`src/hdl/ps2_mouse_cursor_tracker_unit_macros.svh`:
```
// ----------------------------------------------------------------------------
// PS/2 mouse cursor tracker assertion macros
// Concurrent assertion helpers that are compiled out for synthesis.
// ----------------------------------------------------------------------------
`ifndef PS2_MOUSE_CURSOR_TRACKER_UNIT_MACROS_SVH
`define PS2_MOUSE_CURSOR_TRACKER_UNIT_MACROS_SVH

`ifndef SYNTHESIS

// Same-cycle implication, checked out of reset
`define PS2MCT_ASSERT_IMP(lbl, clk, rstn, ante, cons) \
    lbl: assert property (@(posedge clk) disable iff (!(rstn)) (ante) |-> (cons)) \
        else $error("ps2mct assertion failed");

// Next-cycle implication, checked out of reset
`define PS2MCT_ASSERT_NXT(lbl, clk, rstn, ante, cons) \
    lbl: assert property (@(posedge clk) disable iff (!(rstn)) (ante) |=> (cons)) \
        else $error("ps2mct assertion failed");

`else

`define PS2MCT_ASSERT_IMP(lbl, clk, rstn, ante, cons)
`define PS2MCT_ASSERT_NXT(lbl, clk, rstn, ante, cons)

`endif

`endif

```
`src/hdl/ps2mct_pkg.sv`:
```
// ----------------------------------------------------------------------------
// PS/2 mouse cursor tracker package
// Shared field widths, button event codes, result record and delta scaling.
// ----------------------------------------------------------------------------
package ps2mct_pkg;

    localparam int BYTE_W  = 8;
    localparam int COL_W   = 7;
    localparam int ROW_W   = 5;
    localparam int CELL_W  = 11;
    localparam int DELTA_W = 6;
    localparam int EV_W    = 2;

    // Button transition between consecutive packets
    typedef enum logic [EV_W-1:0] {
        EV_HOVER   = 2'd0,
        EV_PRESS   = 2'd1,
        EV_DRAG    = 2'd2,
        EV_RELEASE = 2'd3
    } button_event_t;

    // One decoded packet
    typedef struct packed {
        logic                click;
        logic [CELL_W-1:0]   anchor_cell;
        button_event_t       button_event;
        logic                left_pressed;
        logic [CELL_W-1:0]   new_cell;
        logic [CELL_W-1:0]   old_cell;
        logic [ROW_W-1:0]    cursor_row;
        logic [COL_W-1:0]    cursor_col;
    } result_t;

    // Handshake between the byte register and the decoder
    typedef struct packed {
        logic              valid;
        logic [BYTE_W-1:0] data;
    } byte_item_t;

    // Signed byte divided by 4, truncated toward zero (range -32..31)
    function automatic logic signed [DELTA_W-1:0] delta_div4(input logic [BYTE_W-1:0] b);
        logic signed [BYTE_W:0] biased;
        biased = $signed({b[BYTE_W-1], b}) + $signed({7'b0, b[BYTE_W-1], b[BYTE_W-1]});
        return biased[BYTE_W-1:2];
    endfunction

endpackage

```
`src/hdl/ps2_mouse_cursor_tracker_unit.sv`:
```
// ----------------------------------------------------------------------------
// PS/2 mouse cursor tracker
// Decodes three-byte mouse packets into text-grid cursor moves and clicks.
// ----------------------------------------------------------------------------
// Usage:
//   s_ channel carries one mouse byte per item. The first byte after reset
//   is dropped; after that bytes are framed as status, X delta, Y delta.
//   m_ channel carries one item per packet, issued for its Y byte: the
//   clamped cursor, old and new cell indices, the left button bit, the
//   button event (hover, press, drag, release), the selection anchor and
//   the click flag.
//   A Y byte accepted into the input register is decoded combinationally,
//   then loaded into the result register, which drives m_tvalid.
//   Throughput: one byte per cycle while a Y byte finds room in the result
//   register; the single decode step lies between the two registers.
//   Reset (aresetn low, synchronous) empties both registers, clears the
//   cursor, anchor and button history, and re-arms the first-byte drop.
//   When the receiver stalls, the result register holds its item; status
//   and X bytes keep flowing, and a Y byte waits in the input register
//   until the result register frees up.
// ----------------------------------------------------------------------------
`include "ps2_mouse_cursor_tracker_unit_macros.svh"

module ps2_mouse_cursor_tracker_unit #(
    parameter int GRID_COLS = 80,
    parameter int GRID_ROWS = 25
) (
    input  logic        aclk,
    input  logic        aresetn,
    input  logic        s_tvalid,
    output logic        s_tready,
    input  logic [7:0]  s_tdata,   // [7:0] rx_byte
    output logic        m_tvalid,
    input  logic        m_tready,
    output logic [55:0] m_tdata    // [6:0] cursor_col, [11:7] cursor_row,
                                   // [22:12] old_cell, [33:23] new_cell,
                                   // [34] left_pressed, [36:35] button_event,
                                   // [47:37] anchor_cell, [48] click,
                                   // [55:49] zero
);

    ps2mct_pkg::byte_item_t item;
    ps2mct_pkg::result_t    res;
    ps2mct_pkg::result_t    m_res;
    logic                   take;
    logic                   res_valid;
    logic                   out_free;

    ps2mct_in_stage u_in (
        .aclk     (aclk),
        .aresetn  (aresetn),
        .s_tvalid (s_tvalid),
        .s_tready (s_tready),
        .s_tdata  (s_tdata),
        .take     (take),
        .item     (item)
    );

    ps2mct_cursor_core #(
        .GRID_COLS (GRID_COLS),
        .GRID_ROWS (GRID_ROWS)
    ) u_core (
        .aclk      (aclk),
        .aresetn   (aresetn),
        .item      (item),
        .out_free  (out_free),
        .take      (take),
        .res_valid (res_valid),
        .res       (res)
    );

    ps2mct_out_stage u_out (
        .aclk      (aclk),
        .aresetn   (aresetn),
        .res_valid (res_valid),
        .res       (res),
        .out_free  (out_free),
        .m_tvalid  (m_tvalid),
        .m_tready  (m_tready),
        .m_res     (m_res)
    );

    // Pack the result record, zero-filled to whole bytes
    assign m_tdata = {7'b0, m_res};

    // Cursor stays on the grid
    `PS2MCT_ASSERT_IMP(a_col_in_grid, aclk, aresetn, m_tvalid, {25'b0, m_res.cursor_col} < GRID_COLS)
    `PS2MCT_ASSERT_IMP(a_row_in_grid, aclk, aresetn, m_tvalid, {27'b0, m_res.cursor_row} < GRID_ROWS)
    // A click only comes with a release
    `PS2MCT_ASSERT_IMP(a_click_on_release, aclk, aresetn, m_tvalid && m_res.click, m_res.button_event == ps2mct_pkg::EV_RELEASE && m_res.anchor_cell == m_res.new_cell)
    // A press sets the anchor to the new cell
    `PS2MCT_ASSERT_IMP(a_press_anchor, aclk, aresetn, m_tvalid && m_res.button_event == ps2mct_pkg::EV_PRESS, m_res.anchor_cell == m_res.new_cell && m_res.left_pressed)
    // A new result is never loaded over one that is still stalled
    `PS2MCT_ASSERT_IMP(a_no_overwrite, aclk, aresetn, res_valid, !m_tvalid || m_tready)

endmodule

```
`src/hdl/ps2mct_in_stage.sv`:
```
// ----------------------------------------------------------------------------
// PS/2 mouse cursor tracker input register
// Holds one received byte until the decoder takes it.
// ----------------------------------------------------------------------------
module ps2mct_in_stage (
    input  logic                          aclk,
    input  logic                          aresetn,
    input  logic                          s_tvalid,
    output logic                          s_tready,
    input  logic [ps2mct_pkg::BYTE_W-1:0] s_tdata,
    input  logic                          take,
    output ps2mct_pkg::byte_item_t        item
);

    logic                          valid_reg;
    logic                          valid_next;
    logic [ps2mct_pkg::BYTE_W-1:0] data_reg;

    // Free when empty or being drained this cycle
    assign s_tready = !valid_reg || take;

    // Load on accept, drop after the decoder takes the item
    always_comb begin
        valid_next = valid_reg;
        if (s_tvalid && s_tready) begin
            valid_next = 1'b1;
        end else if (take) begin
            valid_next = 1'b0;
        end
    end

    always_ff @(posedge aclk) begin
        if (!aresetn) begin
            valid_reg <= 1'b0;
        end else begin
            valid_reg <= valid_next;
        end
    end

    always_ff @(posedge aclk) begin
        if (s_tvalid && s_tready) begin
            data_reg <= s_tdata;
        end
    end

    assign item.valid = valid_reg;
    assign item.data  = data_reg;

endmodule

```
`src/hdl/ps2mct_cursor_core.sv`:
```
// ----------------------------------------------------------------------------
// PS/2 mouse cursor tracker decoder
// Packet framing, cursor move with clamping and button event classification.
// ----------------------------------------------------------------------------
module ps2mct_cursor_core #(
    parameter int GRID_COLS = 80,
    parameter int GRID_ROWS = 25
) (
    input  logic                   aclk,
    input  logic                   aresetn,
    input  ps2mct_pkg::byte_item_t item,
    input  logic                   out_free,
    output logic                   take,
    output logic                   res_valid,
    output ps2mct_pkg::result_t    res
);

    typedef enum logic [1:0] {
        PH_UNSYNC = 2'd0,
        PH_STATUS = 2'd1,
        PH_XBYTE  = 2'd2,
        PH_YBYTE  = 2'd3
    } phase_t;

    localparam logic signed [9:0] COLS_LIM = 10'(GRID_COLS);
    localparam logic signed [9:0] ROWS_LIM = 10'(GRID_ROWS);
    localparam logic [ps2mct_pkg::COL_W-1:0] COL_MAX = ps2mct_pkg::COL_W'(GRID_COLS - 1);
    localparam logic [ps2mct_pkg::ROW_W-1:0] ROW_MAX = ps2mct_pkg::ROW_W'(GRID_ROWS - 1);
    localparam logic [11:0] COLS_MUL = 12'(GRID_COLS);

    phase_t                              phase_reg;
    phase_t                              phase_next;
    logic [ps2mct_pkg::BYTE_W-1:0]       status_reg;
    logic [ps2mct_pkg::BYTE_W-1:0]       xbyte_reg;
    logic                                prev_left_reg;
    logic [ps2mct_pkg::COL_W-1:0]        col_reg;
    logic [ps2mct_pkg::ROW_W-1:0]        row_reg;
    logic [ps2mct_pkg::CELL_W-1:0]       anchor_reg;
    logic [ps2mct_pkg::CELL_W-1:0]       anchor_next;

    logic signed [ps2mct_pkg::DELTA_W-1:0] dx;
    logic signed [ps2mct_pkg::DELTA_W-1:0] dy;
    logic signed [9:0]                   col_sum;
    logic signed [9:0]                   row_sum;
    logic [ps2mct_pkg::COL_W-1:0]        new_col;
    logic [ps2mct_pkg::ROW_W-1:0]        new_row;
    logic [ps2mct_pkg::CELL_W-1:0]       old_cell;
    logic [ps2mct_pkg::CELL_W-1:0]       new_cell;
    ps2mct_pkg::button_event_t           ev;
    logic                                click;
    logic                                left;

    // Only the Y byte needs room in the result register
    assign take      = item.valid && ((phase_reg != PH_YBYTE) || out_free);
    assign res_valid = take && (phase_reg == PH_YBYTE);

    // Scale deltas; Y is inverted
    assign dx      = ps2mct_pkg::delta_div4(xbyte_reg);
    assign dy      = ps2mct_pkg::delta_div4(item.data);
    assign col_sum = $signed({3'b0, col_reg}) + $signed({{4{dx[5]}}, dx});
    assign row_sum = $signed({5'b0, row_reg}) - $signed({{4{dy[5]}}, dy});

    // Clamp to the grid
    always_comb begin
        if (col_sum >= COLS_LIM) begin
            new_col = COL_MAX;
        end else if (col_sum[9]) begin
            new_col = '0;
        end else begin
            new_col = col_sum[ps2mct_pkg::COL_W-1:0];
        end
        if (row_sum >= ROWS_LIM) begin
            new_row = ROW_MAX;
        end else if (row_sum[9]) begin
            new_row = '0;
        end else begin
            new_row = row_sum[ps2mct_pkg::ROW_W-1:0];
        end
    end

    // Linear cell indices, kept modulo the cell width
    assign old_cell = ps2mct_pkg::CELL_W'(({7'b0, row_reg} * COLS_MUL) + {5'b0, col_reg});
    assign new_cell = ps2mct_pkg::CELL_W'(({7'b0, new_row} * COLS_MUL) + {5'b0, new_col});

    // Classify the left button transition
    assign left = status_reg[0];
    always_comb begin
        anchor_next = anchor_reg;
        click       = 1'b0;
        case ({left, prev_left_reg})
            2'b10: begin
                ev          = ps2mct_pkg::EV_PRESS;
                anchor_next = new_cell;
            end
            2'b11: begin
                ev = ps2mct_pkg::EV_DRAG;
            end
            2'b01: begin
                ev    = ps2mct_pkg::EV_RELEASE;
                click = (anchor_reg == new_cell);
            end
            default: begin
                ev = ps2mct_pkg::EV_HOVER;
            end
        endcase
    end

    // Advance the byte phase
    always_comb begin
        unique case (phase_reg)
            PH_UNSYNC: phase_next = PH_STATUS;
            PH_STATUS: phase_next = PH_XBYTE;
            PH_XBYTE:  phase_next = PH_YBYTE;
            PH_YBYTE:  phase_next = PH_STATUS;
            default:   phase_next = PH_UNSYNC;
        endcase
    end

    // Phase and tracker state
    always_ff @(posedge aclk) begin
        if (!aresetn) begin
            phase_reg     <= PH_UNSYNC;
            status_reg    <= '0;
            xbyte_reg     <= '0;
            prev_left_reg <= 1'b0;
            col_reg       <= '0;
            row_reg       <= '0;
            anchor_reg    <= '0;
        end else if (take) begin
            phase_reg <= phase_next;
            unique case (phase_reg)
                PH_STATUS: begin
                    prev_left_reg <= status_reg[0];
                    status_reg    <= item.data;
                end
                PH_XBYTE: begin
                    xbyte_reg <= item.data;
                end
                PH_YBYTE: begin
                    col_reg    <= new_col;
                    row_reg    <= new_row;
                    anchor_reg <= anchor_next;
                end
                default: begin
                end
            endcase
        end
    end

    assign res.cursor_col   = new_col;
    assign res.cursor_row   = new_row;
    assign res.old_cell     = old_cell;
    assign res.new_cell     = new_cell;
    assign res.left_pressed = left;
    assign res.button_event = ev;
    assign res.anchor_cell  = anchor_next;
    assign res.click        = click;

endmodule

```
`src/hdl/ps2mct_out_stage.sv`:
```
// ----------------------------------------------------------------------------
// PS/2 mouse cursor tracker result register
// Holds one decoded packet until the receiver takes it.
// ----------------------------------------------------------------------------
module ps2mct_out_stage (
    input  logic                aclk,
    input  logic                aresetn,
    input  logic                res_valid,
    input  ps2mct_pkg::result_t res,
    output logic                out_free,
    output logic                m_tvalid,
    input  logic                m_tready,
    output ps2mct_pkg::result_t m_res
);

    logic                valid_reg;
    logic                valid_next;
    ps2mct_pkg::result_t res_reg;

    // Room when empty or being taken this cycle
    assign out_free = !valid_reg || m_tready;

    always_comb begin
        valid_next = valid_reg;
        if (res_valid) begin
            valid_next = 1'b1;
        end else if (m_tready) begin
            valid_next = 1'b0;
        end
    end

    always_ff @(posedge aclk) begin
        if (!aresetn) begin
            valid_reg <= 1'b0;
        end else begin
            valid_reg <= valid_next;
        end
    end

    always_ff @(posedge aclk) begin
        if (res_valid) begin
            res_reg <= res;
        end
    end

    assign m_tvalid = valid_reg;
    assign m_res    = res_reg;

endmodule

```
`config.mk`:
```
export PLATFORM = sky130hd
export DESIGN_NAME = ps2_mouse_cursor_tracker_unit
export DESIGN_NICKNAME = d
export VERILOG_FILES = /design/src/hdl/ps2mct_pkg.sv /design/src/hdl/ps2_mouse_cursor_tracker_unit.sv /design/src/hdl/ps2mct_in_stage.sv /design/src/hdl/ps2mct_cursor_core.sv /design/src/hdl/ps2mct_out_stage.sv
export VERILOG_INCLUDE_DIRS = /design/src /design/src/hdl
export SDC_FILE = /design/constraint.sdc
export NUM_CORES = 1
export LEC_CHECK = 0
export BUFFER_PORTS_ARGS = -buffer_cell sky130_fd_sc_hd__buf_4
export CAP_MARGIN = 30
export CORE_MARGIN = 2
export CORE_UTILIZATION = 47
export CTS_BUF_LIST = sky130_fd_sc_hd__clkbuf_2
export DETAILED_ROUTE_END_ITERATION = 6
export HOLD_SLACK_MARGIN = 0.15
export PLACE_DENSITY_LB_ADDON = 0.3
export REMOVE_ABC_BUFFERS = 1
export SETUP_SLACK_MARGIN = 0.2
export SLEW_MARGIN = 20
export SYNTH_ARGS = -nofsm -noshare
export SYNTH_HDL_FRONTEND = slang
export SYNTH_SLANG_ARGS = --single-unit
```
`constraint.sdc`:
```
create_clock -name aclk -period 11 [get_ports aclk]
set_clock_uncertainty 0.2 [all_clocks]
set_input_delay 2.2 -clock aclk [delete_from_list [all_inputs] [get_ports aclk]]
set_output_delay 2.2 -clock aclk [all_outputs]
set_load 0.02 [all_outputs]
```
# After elaboration in Yosys (flattened, before gate mapping)
# Cells that the tools add are included.
dict set report op_classes {
  addsub 6
  multipliers 2
  n_div 0
  order_cmp 2
  eq_ne 8
  shift 0
  mux 11
  bitwise_logic 0
  n_reduce_logical 15
}
# operator n
set ops {}
lappend ops {{11-bit by 7-bit adder with 11-bit output} 2}
lappend ops {{8-bit by 3-bit adder with 8-bit output} 2}
lappend ops {{5-bit by 3-bit multiplier with 7-bit output (second input constant)} 2}
lappend ops {{7-bit two-way mux} 2}
lappend ops {{2-bit case mux with 3 select lines} 2}
lappend ops {{11-bit equality test} 1}
lappend ops {{11-bit two-way mux} 1}
lappend ops {{10-bit by 6-bit greater-or-equal comparator with 1-bit output (second input constant)} 1}
lappend ops {{10-bit by 8-bit greater-or-equal comparator with 1-bit output (second input constant)} 1}
lappend ops {{5-bit two-way mux} 2}
lappend ops {{8-bit by 6-bit adder with 9-bit output} 1}
lappend ops {{2-bit equality test (second input constant)} 4}
lappend ops {{6-bit by 6-bit subtractor with 7-bit output} 1}
lappend ops {{2-bit AND reduction} 3}
lappend ops {{2-bit by 1-bit equality test with 1-bit output (second input constant)} 2}
lappend ops {{1-bit two-way mux} 4}
lappend ops {{2-bit nonzero test} 2}
lappend ops {{1-bit logical AND} 3}
lappend ops {{1-bit logical OR} 3}
lappend ops {{1-bit logical NOT} 2}
lappend ops {{2-bit logical NOT} 1}
lappend ops {{2-bit != test (second input constant)} 1}
lappend ops {{2-bit OR reduction} 1}
dict set report totals {
  reg_bits 94
  latchBits 0
  mem_bits_rw 0
  mem_bits_ro 0
  inputBits 12
  out_inout_bits 58
  wordCells 62
  mem_count 0
}

# Logic depth before layout (Yosys ltp)
dict set report logic_depth {
  ltp_word 7
  ltp_mapped 24
  mapped_depth_nobuf 23
}

# By module
# From an unflattened synthesis, not the netlist that was laid out.
dict set report hier_totals {
  cells_unflattened 517
  hier_area_um2 5382.7
}
# mod instances cells_per_inst area_per_inst_um2 seq_area_each_um2
set modules_own_cells {}
lappend modules_own_cells {ps2mct_cursor_core 1 442 3500.9 700.7}
lappend modules_own_cells {ps2mct_out_stage 1 53 1520.2 1491.4}
lappend modules_own_cells {ps2mct_in_stage 1 14 305.3 260.2}
lappend modules_own_cells {ps2_mouse_cursor_tracker_unit 1 8 56.3 0.0}

# Worst setup path after synthesis
# OpenSTA, ideal clock, no wires.
dict set report synth_timing {
  kind {flip-flop to flip-flop}
  from {reg u_in.data_reg[7] (netlist bit)}
  to {reg u_out.res_reg (netlist bit u_out.m_res[48]), data pin}
  setup_ps 257
  t_arrival_ps 5570
  t_required_ps 10543
  slack_ps 4973
  path_stages_with_launch 23
  n_path_buf 0
  period_less_slack_ps 6027
  path_cell_list {edfxtp_1 ha_1 a31oi_4 and2b_2 xor2_1 fa_1 nand2b_1 a21boi_0 o21a_1 o21ai_0 and3_1 a211o_1 nor2_1 ha_1 ha_1 fa_1 nand2_1 nor2b_1 o21ai_0 a222oi_1 xnor3_1 and3_1 o2111a_1}
}
# element line
set synth_rtl {}
lappend synth_rtl {{start: declaration} ps2mct_in_stage.sv:17} ;# logic [ps2mct_pkg::BYTE_W-1:0] data_reg;
lappend synth_rtl {{start signal: assignment} ps2mct_in_stage.sv:42} ;# data_reg <= s_tdata;
lappend synth_rtl {{end signal: assignment} ps2mct_out_stage.sv:42} ;# res_reg <= res;
lappend synth_rtl {{end: declaration} ps2mct_out_stage.sv:18} ;# ps2mct_pkg::result_t res_reg;

==> flow_metrics.py <==
metrics = {
    "finish": {
        "fin_util_pct": 54.2,
        "final_nets": 609,
        "fillers": 941,
        "drive_above_1_share_pct": 18.5,
        "largest_reg_flops": 45,
        "area_delta_synth_final_pct": 13.2,
    },
    "grt": {
        "grt_pass1_vias": 3561,
        "grt.total_usage_pct": 19.1,
        "grt_start_max_net_pins": 60,
        "grt_overflow": 0,
        "grt_pass1_wl_mm": 17.5,
        "antenna_found_initial": 0,
    },
    "clocking": {
        "clk_pin_slew_ns": 0.25,
        "cts.sinks": 90,
        "cts-root-buf": "clkbuf_2",
        "cts_setup_buffers": 0,
        "cts_resized": 0,
        "cts_buffers": 9,
        "cts_tree": "built",
        "holdBufCountCts": 0,
        "h-tree-depth": 3,
        "clock_path_buffers": 2,
        "clk_latency_ns": 0.58,
    },
    "hold_path": {
        "whs_path_depth": 2,
        "worstHoldPathType": "flop to flop",
    },
    "logic_synthesis": {
        "netlist.area_leader.share_pct": 30.8,
        "ys_warn_count": 0,
        "synth.distinct_cells": 67,
        "synth_top_area_cell": "edfxtp_1",
        "netlist_area_mm2": 0.00517,
        "synth_area_leaders": "edfxtp_1 (31%), dfxtp_1 (14%), ha_1 (9.7%)",
        "synth_edf_count": 53,
        "synth-seq-area-share_pct": 45.1,
        "syn_area_per_cell_um2": 10.4,
        "postSynth.asyncResetShare_pct": 0,
        "synthCells": 495,
        "ys.flop_type": "edfxtp_1",
        "synth-seq-cells": 90,
    },
    "die": {
        "start_util_pct": 47.9,
        "core_mm2": 0.0108,
        "pin_count": 70,
        "die_h_um": 109,
        "fp.dieArea_mm2": 0.0118,
        "die_w_um": 109,
        "rows": 38,
    },
    "pwr": {
        "p_per_area_mw_per_mm2": 109,
        "p_leak_nw": 2.43,
        "power_w": 0.000640,
        "irDropWorstVdd_v": 0.0000674,
    },
    "job": {
        "max-cap-violations": 0,
    },
    "route": {
        "routed_wl_mm": 10.6,
        "vias": 3722,
        "drc": 0,
        "drt-wirelength-per-cell_um": 15.3,
        "drt-initial-drc-count": 154,
        "via_per_inst": 5.34,
        "ant_nets": 0,
        "dr.pass1.iters": 4,
    },
    "status": {
        "status": "complete, no violations",
    },
    "critical_path": {
        "start_kind": "flop",
        "r2r_cells": 22,
        "critPathKind": "flop to flop",
        "required_ns": 11.16,
        "worstPathArrival_ns": 6.78,
        "cp-end-kind": "flop",
        "worst-path-max-fanout": 6,
    },
    "timing": {
        "slew_headroom_pct": 38.7,
        "finalMaxSlewViolations": 0,
        "rsz0062_at_grt": "false",
        "period_minus_slack_ns": 6.61,
        "setup_viol_count_final": 0,
        "fin_tns_setup_ns": 0,
        "max_clock_freq_mhz": 151,
        "post-route-period-util_pct": 60.1,
        "hold_violations": 0,
        "tightestPinTransition_ns": 0.915,
    },
    "placed_design": {
        "routabilityCongestion": 0.870,
        "port_buffers": 62,
        "dp_hpwl_mm": 7.94,
    },
}
Yosys cell counts, types with 2 or more instances:
master,n
a21o_1,6
clkbuf_1,14
nand2_1,49
o211ai_1,2
a211oi_1,3
a31oi_1,3
inv_1,26
or3_1,4
nand2b_1,2
a21oi_1,46
ha_1,40
or2_2,2
and2b_2,2
dfxtp_1,37
nor2_1,31
nand4_1,8
mux2_2,9
xor2_1,15
xnor2_1,23
o21bai_1,2
a311oi_1,2
nand3b_1,2
mux2i_1,4
o21ai_0,9
o21a_1,7
nor2b_1,5
a211o_1,3
o31a_1,2
nand3_1,21
fa_1,6
nor3_1,7
buf_4,11
o31ai_1,2
a221o_1,2
and3_1,3
nor3b_1,2
edfxtp_1,53
where the power goes:
| part | leakage, nW | switching, W | internal (W) | total [W] |
|---|---|---|---|---|
| logic | 1.55 | 0.0000603 | 0.0000416 | 0.000102 |
| registers | 0.812 | 0.00000575 | 0.000363 | 0.000369 |
| clock network | 0.0740 | 0.000116 | 0.0000525 | 0.000169 |
worst max-delay path, cell delays in order, from the launching register on:
cell and delay [ns]:
edfxtp_1 0.57, ha_1 0.36, a31oi_4 0.24, and2b_2 0.27
xor2_1 0.17, fa_1 0.43, nand2b_1 0.16, a21boi_0 0.31
o21a_1 0.24, o21ai_0 0.11, and3_1 0.19, a211o_1 0.29
nor2_1 0.29, ha_1 0.30, ha_1 0.23, fa_1 0.53
nand2_1 0.09, nor2b_1 0.19, o21ai_0 0.13, a222oi_1 0.51
xnor3_1 0.28, and3_1 0.19, o2111a_1 0.11
per-layer routing:
metal,up-vias,track usage (%),routed length [um]
li1,1872,-,-
met1,1751,24.6,4890
met2,82,32.0,5210
met3,17,3.17,350
met4,0,7.51,197
met5,-,0,0
worst paths after layout:
kind | to | from | slack, ns
min | u_core.xbyte_reg[0]$_SDFFE_PN0P_ | u_core.xbyte_reg[0]$_SDFFE_PN0P_ | 0.29
min reg2reg | u_core.xbyte_reg[0]$_SDFFE_PN0P_ | u_core.xbyte_reg[0]$_SDFFE_PN0P_ | 0.29
max reg2reg | u_out.m_res[48]$_SDFFCE_PN0P_ | u_in.data_reg[7]$_DFFE_PP_ | 4.39
max | u_out.m_res[48]$_SDFFCE_PN0P_ | u_in.data_reg[7]$_DFFE_PP_ | 4.39
logic make-up after synthesis:
kind of cell | Yosys count | synth area share, %
compound gates | 107 | 14.2
fa+ha+maj | 46 | 12.0
flops | 90 | 45.1
simple gates | 145 | 14.0
buf+inv | 53 | 4.67
xor+xnor | 40 | 7.19
mux | 13 | 2.74
other cells | 1 | 0.0726
final cells by class:
cell class                      instances  area [um^2]  share of cell area [%]
Clock inverter                          7         67.6                    1.16
Clock buffer                            9         45.0                   0.770
Tap cell                              140          175                    3.00
Timing Repair Buffer                   65          508                    8.69
Sequential cell                        90         2330                    39.9
Antenna cell                            1         2.50                  0.0428
Inverter                               27          101                    1.73
Multi-Input combinational cell        358         2620                    44.7
per-stage QoR:
step           hold WS (ns)  cell area, um^2  instances  worst slack [ns]
2_1_floorplan         0.237             5050        475              4.97
3_3_place_gp          0.249             5700        678              4.73
3_5_place_dp          0.260             5720        679              4.47
4_1_cts               0.287             5840        695              4.44
5_1_grt               0.316             5840        696              4.07
6_report              0.290             5850        697              4.39
placed cells by master, fill, tap and decap left out, drive strengths merged, types with 5 or more instances in the layout:
cell type   n
nor3        7
mux2        9
nor2b       5
xnor2      23
buf        65
conb        7
clkbuf      9
clkinv      5
dfxtp      37
a21oi      46
a21o        6
xor2       16
nand2      49
nand3      21
edfxtp     53
nor2       31
fa          6
o21ai      10
ha         40
o21a        7
nand4       9
inv        28
Power figures use the tool's default switching activity.
